===== src/rtl/rtn_pkg.sv =====
// shared types, constants and the product schedule for the nearest-hit ray/triangle block
// no dependencies; every other rtl file refers to this package by scoped names
package rtn_pkg;

    // field and datapath widths
    localparam int COORD_W        = 32;
    localparam int EDGE_W         = COORD_W + 1;
    localparam int WIDE_W         = 2 * EDGE_W + 1;
    localparam int ACC_W          = 102;
    localparam int UVT_FRAC       = 30;
    localparam int PARAM_W        = UVT_FRAC + 1;
    localparam int INDEX_BITS_DEF = 16;

    // configuration port
    localparam int CFG_ADDR_W = 3;
    localparam int CFG_DATA_W = COORD_W;

    // queue between front and back, depth is a power of two
    localparam int QUEUE_DEPTH = 2;
    localparam int PTR_W       = $clog2(QUEUE_DEPTH);
    localparam int CNT_W       = $clog2(QUEUE_DEPTH + 1);

    // multiplier digit loop
    localparam int MUL_DIGIT_W = 8;
    localparam int MUL_DIGITS  = 5;
    localparam int MUL_M_W     = MUL_DIGIT_W * MUL_DIGITS;
    localparam int MUL_CNT_W   = $clog2(MUL_DIGITS);

    // divider step count
    localparam int DIV_CNT_W = $clog2(PARAM_W);

    // product schedule
    localparam int               OP_W        = 5;
    localparam logic [OP_W-1:0]  OP_DET_LAST = 5'd8;
    localparam logic [OP_W-1:0]  OP_TN_LAST  = 5'd23;
    localparam logic [OP_W-1:0]  OP_LAST     = 5'd29;

    typedef logic signed [COORD_W-1:0] coord_t;
    typedef logic signed [EDGE_W-1:0]  edge_t;
    typedef logic signed [WIDE_W-1:0]  wide_t;
    typedef logic signed [ACC_W-1:0]   acc_t;

    // register indexes
    typedef enum logic [CFG_ADDR_W-1:0] {
        CFG_ORIGIN_X,
        CFG_ORIGIN_Y,
        CFG_ORIGIN_Z,
        CFG_SEGMENT_X,
        CFG_SEGMENT_Y,
        CFG_SEGMENT_Z
    } cfg_reg_t;

    // one triangle after the front has formed its edges
    typedef struct packed {
        coord_t [2:0] a;
        edge_t  [2:0] e1;
        edge_t  [2:0] e2;
        edge_t  [2:0] t;
        logic         last;
    } tri_t;

    typedef enum logic [1:0] {A_E1, A_E2, A_P, A_Q} a_src_t;
    typedef enum logic [2:0] {M_S, M_T, M_E1, M_E2, M_UQ, M_VQ} m_src_t;
    typedef enum logic [2:0] {D_NONE, D_P, D_Q, D_DET, D_UN, D_VN, D_TN, D_H} dst_t;
    typedef enum logic [1:0] {DIV_U, DIV_V, DIV_T} div_sel_t;

    typedef enum logic [3:0] {
        BK_IDLE,
        BK_MUL,
        BK_MWAIT,
        BK_DETCHK,
        BK_NORM,
        BK_CHECK,
        BK_DIV,
        BK_DWAIT,
        BK_COORD,
        BK_FINISH
    } back_state_t;

    // one product of the schedule and what to do with the running sum
    typedef struct packed {
        a_src_t     a_src;
        logic [1:0] a_k;
        m_src_t     m_src;
        logic [1:0] m_k;
        logic       lead;
        logic       neg;
        dst_t       dst;
        logic [1:0] d_k;
    } op_t;

    function automatic op_t mk_op(input a_src_t as, input logic [1:0] ak, input m_src_t ms,
                                  input logic [1:0] mk, input logic ld, input logic ng,
                                  input dst_t ds, input logic [1:0] dk);
        op_t o;
        o.a_src = as;
        o.a_k   = ak;
        o.m_src = ms;
        o.m_k   = mk;
        o.lead  = ld;
        o.neg   = ng;
        o.dst   = ds;
        o.d_k   = dk;
        return o;
    endfunction

    // P = S x E2, det, un, Q = T x E1, vn, tn, then the hit point sums
    function automatic op_t op_entry(input logic [OP_W-1:0] op);
        op_t r;
        unique case (op)
            5'd0:    r = mk_op(A_E2, 2'd2, M_S,  2'd1, 1'b1, 1'b0, D_NONE, 2'd0);
            5'd1:    r = mk_op(A_E2, 2'd1, M_S,  2'd2, 1'b0, 1'b1, D_P,    2'd0);
            5'd2:    r = mk_op(A_E2, 2'd0, M_S,  2'd2, 1'b1, 1'b0, D_NONE, 2'd0);
            5'd3:    r = mk_op(A_E2, 2'd2, M_S,  2'd0, 1'b0, 1'b1, D_P,    2'd1);
            5'd4:    r = mk_op(A_E2, 2'd1, M_S,  2'd0, 1'b1, 1'b0, D_NONE, 2'd0);
            5'd5:    r = mk_op(A_E2, 2'd0, M_S,  2'd1, 1'b0, 1'b1, D_P,    2'd2);
            5'd6:    r = mk_op(A_P,  2'd0, M_E1, 2'd0, 1'b1, 1'b0, D_NONE, 2'd0);
            5'd7:    r = mk_op(A_P,  2'd1, M_E1, 2'd1, 1'b0, 1'b0, D_NONE, 2'd0);
            5'd8:    r = mk_op(A_P,  2'd2, M_E1, 2'd2, 1'b0, 1'b0, D_DET,  2'd0);
            5'd9:    r = mk_op(A_P,  2'd0, M_T,  2'd0, 1'b1, 1'b0, D_NONE, 2'd0);
            5'd10:   r = mk_op(A_P,  2'd1, M_T,  2'd1, 1'b0, 1'b0, D_NONE, 2'd0);
            5'd11:   r = mk_op(A_P,  2'd2, M_T,  2'd2, 1'b0, 1'b0, D_UN,   2'd0);
            5'd12:   r = mk_op(A_E1, 2'd2, M_T,  2'd1, 1'b1, 1'b0, D_NONE, 2'd0);
            5'd13:   r = mk_op(A_E1, 2'd1, M_T,  2'd2, 1'b0, 1'b1, D_Q,    2'd0);
            5'd14:   r = mk_op(A_E1, 2'd0, M_T,  2'd2, 1'b1, 1'b0, D_NONE, 2'd0);
            5'd15:   r = mk_op(A_E1, 2'd2, M_T,  2'd0, 1'b0, 1'b1, D_Q,    2'd1);
            5'd16:   r = mk_op(A_E1, 2'd1, M_T,  2'd0, 1'b1, 1'b0, D_NONE, 2'd0);
            5'd17:   r = mk_op(A_E1, 2'd0, M_T,  2'd1, 1'b0, 1'b1, D_Q,    2'd2);
            5'd18:   r = mk_op(A_Q,  2'd0, M_S,  2'd0, 1'b1, 1'b0, D_NONE, 2'd0);
            5'd19:   r = mk_op(A_Q,  2'd1, M_S,  2'd1, 1'b0, 1'b0, D_NONE, 2'd0);
            5'd20:   r = mk_op(A_Q,  2'd2, M_S,  2'd2, 1'b0, 1'b0, D_VN,   2'd0);
            5'd21:   r = mk_op(A_Q,  2'd0, M_E2, 2'd0, 1'b1, 1'b0, D_NONE, 2'd0);
            5'd22:   r = mk_op(A_Q,  2'd1, M_E2, 2'd1, 1'b0, 1'b0, D_NONE, 2'd0);
            5'd23:   r = mk_op(A_Q,  2'd2, M_E2, 2'd2, 1'b0, 1'b0, D_TN,   2'd0);
            5'd24:   r = mk_op(A_E1, 2'd0, M_UQ, 2'd0, 1'b1, 1'b0, D_NONE, 2'd0);
            5'd25:   r = mk_op(A_E2, 2'd0, M_VQ, 2'd0, 1'b0, 1'b0, D_H,    2'd0);
            5'd26:   r = mk_op(A_E1, 2'd1, M_UQ, 2'd0, 1'b1, 1'b0, D_NONE, 2'd0);
            5'd27:   r = mk_op(A_E2, 2'd1, M_VQ, 2'd0, 1'b0, 1'b0, D_H,    2'd1);
            5'd28:   r = mk_op(A_E1, 2'd2, M_UQ, 2'd0, 1'b1, 1'b0, D_NONE, 2'd0);
            5'd29:   r = mk_op(A_E2, 2'd2, M_VQ, 2'd0, 1'b0, 1'b0, D_H,    2'd2);
            default: r = mk_op(A_E1, 2'd0, M_S,  2'd0, 1'b1, 1'b0, D_NONE, 2'd0);
        endcase
        return r;
    endfunction

endpackage


===== src/rtl/rtn_front.sv =====
// front part: takes triangle requests, forms edges and origin offset, queues them
// depends on rtn_pkg
module rtn_front #(
    parameter int IDX_W = rtn_pkg::INDEX_BITS_DEF
) (
    input  logic                        clk,
    input  logic                        rst_n,
    input  logic                        push,
    output logic                        full,
    input  rtn_pkg::coord_t [2:0]       a,
    input  rtn_pkg::coord_t [2:0]       b,
    input  rtn_pkg::coord_t [2:0]       c,
    input  logic [IDX_W-1:0]            idx,
    input  logic                        last,
    input  rtn_pkg::coord_t [2:0]       origin,
    output logic                        q_valid,
    input  logic                        q_pop,
    output rtn_pkg::tri_t               q_item,
    output logic [IDX_W-1:0]            q_idx
);

    rtn_pkg::tri_t                   item_d;
    rtn_pkg::tri_t                   mem_reg [rtn_pkg::QUEUE_DEPTH];
    logic [IDX_W-1:0]                idx_mem_reg [rtn_pkg::QUEUE_DEPTH];
    logic [rtn_pkg::PTR_W-1:0]       wr_ptr_reg;
    logic [rtn_pkg::PTR_W-1:0]       rd_ptr_reg;
    logic [rtn_pkg::CNT_W-1:0]       count_reg;
    logic [rtn_pkg::CNT_W-1:0]       count_next;
    logic                            do_wr;
    logic                            do_rd;

    // edges and origin offset, each 33 bits so the difference is exact
    always_comb
    begin
        for (int k = 0; k < 3; k++)
        begin
            item_d.a[k]  = a[k];
            item_d.e1[k] = {b[k][rtn_pkg::COORD_W-1], b[k]} - {a[k][rtn_pkg::COORD_W-1], a[k]};
            item_d.e2[k] = {c[k][rtn_pkg::COORD_W-1], c[k]} - {a[k][rtn_pkg::COORD_W-1], a[k]};
            item_d.t[k]  = {origin[k][rtn_pkg::COORD_W-1], origin[k]}
                         - {a[k][rtn_pkg::COORD_W-1], a[k]};
        end
        item_d.last = last;
    end

    assign full    = (count_reg == rtn_pkg::CNT_W'(rtn_pkg::QUEUE_DEPTH));
    assign q_valid = (count_reg != '0);
    assign do_wr   = push && !full;
    assign do_rd   = q_pop && q_valid;
    assign q_item  = mem_reg[rd_ptr_reg];
    assign q_idx   = idx_mem_reg[rd_ptr_reg];

    // queue occupancy
    always_comb
    begin
        count_next = count_reg;
        if (do_wr && !do_rd)
        begin
            count_next = count_reg + 1'b1;
        end
        else if (!do_wr && do_rd)
        begin
            count_next = count_reg - 1'b1;
        end
    end

    // pointers and count
    always_ff @(posedge clk or negedge rst_n)
    begin
        if (!rst_n)
        begin
            wr_ptr_reg <= '0;
            rd_ptr_reg <= '0;
            count_reg  <= '0;
        end
        else
        begin
            count_reg <= count_next;
            if (do_wr)
            begin
                wr_ptr_reg <= wr_ptr_reg + 1'b1;
            end
            if (do_rd)
            begin
                rd_ptr_reg <= rd_ptr_reg + 1'b1;
            end
        end
    end

    // queue storage
    always_ff @(posedge clk)
    begin
        if (do_wr)
        begin
            mem_reg[wr_ptr_reg]     <= item_d;
            idx_mem_reg[wr_ptr_reg] <= idx;
        end
    end

endmodule


===== config.mk =====
export PLATFORM = sky130hd
export DESIGN_NAME = rtn_front
export DESIGN_NICKNAME = d
export VERILOG_FILES = /design/src/rtl/rtn_pkg.sv /design/src/rtl/rtn_front.sv
export SDC_FILE = /design/constraint.sdc
export NUM_CORES = 1
export LEC_CHECK = 0
export BUFFER_PORTS_ARGS = -buffer_cell sky130_fd_sc_hd__buf_2
export CAP_MARGIN = 20
export CORE_AREA = 2 2 317 319
export DETAILED_ROUTE_END_ITERATION = 12
export DIE_AREA = 0 0 319 321
export GPL_TIMING_DRIVEN = 0
export PLACE_DENSITY_LB_ADDON = 0.2
export SLEW_MARGIN = 20
export SYNTH_ARGS = -nofsm -noshare
export SYNTH_HDL_FRONTEND = slang
export SYNTH_SLANG_ARGS = --single-unit

===== constraint.sdc =====
create_clock -name clk -period 42.9 [get_ports clk]
set_input_delay 4.29 -clock clk [delete_from_list [all_inputs] [get_ports clk]]
set_output_delay 4.29 -clock clk [all_outputs]
set_load 0.01 [all_outputs]

[Word-level counts from Yosys, hierarchy flattened]
Memory sizes are Yosys's and may differ from the RTL's.
Cells that the tools add are included.
W data, S select, Z words.
Word-level totals
  register bits after elaboration: 4
  memory bits (writable): 820
  output and inout bits: 412
  memories kept: 2
Memory list
  mem_reg: depth 2, bits a word 394, read ports 1, clocked after memory_dff 0, write ports 1, line rtn_front.sv:23  | rtn_pkg::tri_t mem_reg [rtn_pkg::QUEUE_DEPTH];
  idx_mem_reg: depth 2, bits a word 16, read ports 1, clocked after memory_dff 0, write ports 1, line rtn_front.sv:24  | logic [IDX_W-1:0] idx_mem_reg [rtn_pkg::QUEUE_DEPTH];
Cells by class
  add/subtract/negate cells: 13
  eq/ne operators: 1
  mux-type cells: 4
  reduce and logical (&&, ||, !) cells: 9
Operators with widths (number)
  $sub A32 B32 Y33: 9
  $logic_and A1 B1 Y1: 4
  $mux W2: 2
  $reduce_bool A2 Y1: 2
  $logic_not A1 Y1: 3
  $add A1 B1 Y1 const B: 2
  $add A2 B1 Y2 const B: 1
  $eq A2 B2 Y1 const B: 1
  $mux W1: 2
  $sub A2 B1 Y2 const B: 1

[Logic depth before layout (Yosys ltp)]
  depth after elaboration: 7
  gate-level depth with buffers: 13

[Worst setup path after synthesis]
No wires, ideal clock.
  kind: input port to flip-flop
  from: in push
  to: mem idx_mem_reg[0][0] in the netlist's numbering (enable)
  library setup time: 1191 ps
  arrival time: 21342 ps
  setup slack: 20367 ps
  stages on the path: 2
  buffers on the path: 0
  cells stage by stage: nand2_1 > nor2_1
Between the ends
  word-level cells in the longest chain between the ends: 3
Ends and longest elaborated chain
  start: declaration: line rtn_front.sv:8  | input logic push,
  $logic_and A1 B1 Y1: line rtn_front.sv:48  | assign do_wr = push && !full;
  $mux W1: line rtn_front.sv:93  | if (do_wr)
  $mux W1 (not written as such): line rtn_front.sv:96  | idx_mem_reg[wr_ptr_reg] <= idx;
  end: declaration: line rtn_front.sv:24
No other way between the ends.

==> impl_metrics.env <==
export IMPL_finalHoldViolations=0
export IMPL_dieHeight_um=321
export IMPL_vias_per_cell=5.41
export IMPL_antenna_left=0
export IMPL_antenna_found_initial=43
export IMPL_startpoint_type="flip-flop"
export IMPL_clock_latency_ns=0.66
export IMPL_peakVddDrop_mv=0.0494
export IMPL_worstHoldPathType="flip-flop to flip-flop"
export IMPL_num_rows=116
export IMPL_crit_path_end_kind="primary output"
export IMPL_leakagePower_nw=21.6
export IMPL_syn_cell_area_mm2=0.0437
export IMPL_dr_total_vias=30500
export IMPL_dieArea_mm2=0.102
export IMPL_synth_top_area_share_pct=56.4
export IMPL_worst_ep_arrival_time_ns=3.74
export IMPL_place_detailed_hpwl_um=103000
export IMPL_crit_fanout=10
export IMPL_synth_cells=3297
export IMPL_status="finished clean"
export IMPL_critPathSlowestCell="clkbuf_1"
export IMPL_final_max_slew_violation_count=0
export IMPL_multi_input_area_mm2=0.0180
export IMPL_post_cts_setup_buffers=0
export IMPL_ios=817
export IMPL_fp_dieW_um=319
export IMPL_synth_top_area_cell="edfxtp_1"
export IMPL_grt_pass1_vias=30100
export IMPL_ys_seq_area_share_pct=56.6
export IMPL_syn_avg_cell_area_um2=13.3
export IMPL_grtUsageTotal_pct=24.6
export IMPL_synth_distinct_cells=77
export IMPL_yosysWarnings=0
export IMPL_fin_crit_sh_pct=18.7
export IMPL_final_cell_mix="820 x edfxtp_1, 816 x buf_2, 410 x mux2_2, 289 x ha_1, 212 x a21oi_1"
export IMPL_drive_above_1_share_pct=33.1
export IMPL_start_util_pct=44.0
export IMPL_post_cts_resized=0
export IMPL_path_cells="clkbuf_1, clkbuf_2, buf_16, clkbuf_1, mux2_2, buf_2"
export IMPL_whs_path_depth=1
export IMPL_power_density_mw_per_mm2=58.9
export IMPL_seqCellArea_mm2=0.0247
export IMPL_cts_root_buf="clkbuf_16"
export IMPL_finClkSkew_ns=0.0239
export IMPL_wire_per_inst_um=23.1
export IMPL_gp_congestion=0.921
export IMPL_cp_slowest_stage_delay_ns=0.90
export IMPL_first_iter_violations=2038
export IMPL_critical_path_class="flip-flop to primary output"
export IMPL_routed_wirelength_um=130000
export IMPL_cts_sinks=824
export IMPL_clockBufferDepth=3
export IMPL_cts_tree="built"
export IMPL_grt_pass1_wl_um=188000
export IMPL_grt_setup_unrepaired="no"
export IMPL_synthesis_nets=4000
export IMPL_hold_slack_ns=0.510
export IMPL_ys_flop_type="edfxtp_1"
export IMPL_core_mm2=0.0993
export IMPL_grt_max_degree=48
export IMPL_port_buffers=816
export IMPL_fill_cells=8612
export IMPL_maxCapViolations=0
export IMPL_final_common_cell="edfxtp_1"
export IMPL_finalNetCount=4943
export IMPL_worst_pin_slew_ns=1.20
export IMPL_synth_edf_count=820
export IMPL_maxSlewHeadroom_pct=20.3
export IMPL_reg2reg_depth=6
export IMPL_synthTopCellsByArea="edfxtp_1 56%, mux2_2 11%, ha_1 8.3%"
export IMPL_fin_setup_tns_ns=0
export IMPL_setup_viol=0
export IMPL_cts_inserted_buffers=92
export IMPL_async_reset_ff_share_pct=0.485
export IMPL_fmax_mhz=125
export IMPL_drcViolationCount=0
export IMPL_area_growth_pct=21.8
export IMPL_overflow=0
export IMPL_drt_pass1_iterations=7
export IMPL_cts_hold_buf=0
export IMPL_clkTransAtPathRegs_ns=0.06
export IMPL_layout_min_cycle_time_ns=8.03
export IMPL_ys_ff_latch=824
export IMPL_cpMostUsedCell="clkbuf_1"
export IMPL_cts_htree_levels=3
export IMPL_crit_required_ns=38.61
export IMPL_largest_reg_flops=788
synthesized netlist by cell type, types with 8 or more instances:
master / count
o2111ai_1: 8
mux2_2: 410
fa_1: 9
xor2_1: 78
a21oi_1: 212
ha_1: 289
clkbuf_1: 69
inv_1: 188
edfxtp_1: 820
a31oi_1: 30
o21ai_1: 11
a21o_1: 132
o21ai_0: 132
o21bai_1: 24
a211oi_1: 18
xnor2_1: 174
nor2b_1: 47
and2_1: 8
o211ai_1: 11
nand3_1: 44
nor2_1: 122
a21boi_0: 8
nor3_1: 26
a211o_1: 9
or3_1: 10
nand2b_1: 48
o21a_1: 41
o31ai_1: 11
nand2_1: 132
nand4_1: 23
or2_2: 8
and3_1: 28
path summary, 6_finish.rpt:
path | start | end | slack [ns]
min reg2reg | count_reg[1] | count_reg[1] | 0.51
max | rd_ptr_reg | q_item[295] | 34.87
min | count_reg[1] | count_reg[1] | 0.51
max in group asynchronous | rst_n | wr_ptr_reg | 39.35
max reg2reg | count_reg[0] | mem_reg[1][146] | 40.21
min in group asynchronous | rst_n | count_reg[0] | 3.42
worst max-delay path, delay by kind of cell (launching register included):
family | cells | cell delay (ns)
DFF | 1 | 0.32
muxes | 1 | 0.44
buffers and inverters | 5 | 2.25
logic make-up (layout without fill, tap and decap cells):
| kind of cell | after synthesis | in the layout | share of synthesized area, % |
|---|---|---|---|
| XOR/XNOR | 252 | 252 | 5.05 |
| flip-flops | 824 | 824 | 56.6 |
| multiplexers | 413 | 413 | 10.6 |
| buffers and inverters | 257 | 1277 | 2.21 |
| AND/OR/NAND/NOR | 527 | 527 | 6.01 |
| adder cells (fa/ha/maj) | 298 | 298 | 8.69 |
| AO/OA/AOI/OAI | 726 | 726 | 10.8 |
| other | 0 | 22 | 0 |
layout make-up:
class                      instances  area share, %
inverter                         188           1.33
antenna                           22          0.103
sequential                       824           46.5
multi-input combinational       2216           33.9
clock buffer                     110           4.49
buffer                            69          0.499
timing repair buffer             849           9.16
tap                             1298           3.05
clock inverter                    61           1.03
power breakdown:
part	switching, W	total, W	internal [W]
Sequential	0.0000363	0.00118	0.00114
Clock	0.000330	0.000772	0.000442
Combinational	0.000700	0.00118	0.000483
Total	0.00107	0.00314	0.00207
stage by stage:
stage               total power (W)  worst slack, ns  instances  cell area (um2)  utilization [%]
floorplan                   0.00197            20.37       3297            43700                -
global placement            0.00252             8.75       5411            49400             49.8
detailed placement          0.00239            34.49       5444            50200             50.6
CTS                         0.00317            34.89       5615            53200             53.5
global route                0.00328            34.88       5630            53200             53.6
finish                      0.00314            34.87       5637            53200             53.6
layer usage:
layer	up-vias	share of wire [%]	global-route usage, %
li1	14500	-	-
met3	248	8.1	7.23
met4	38	4.2	10.7
met1	14700	39	29.0
met5	-	0.19	0
met2	1034	48	41.8
(Power assumes the default switching activity.)
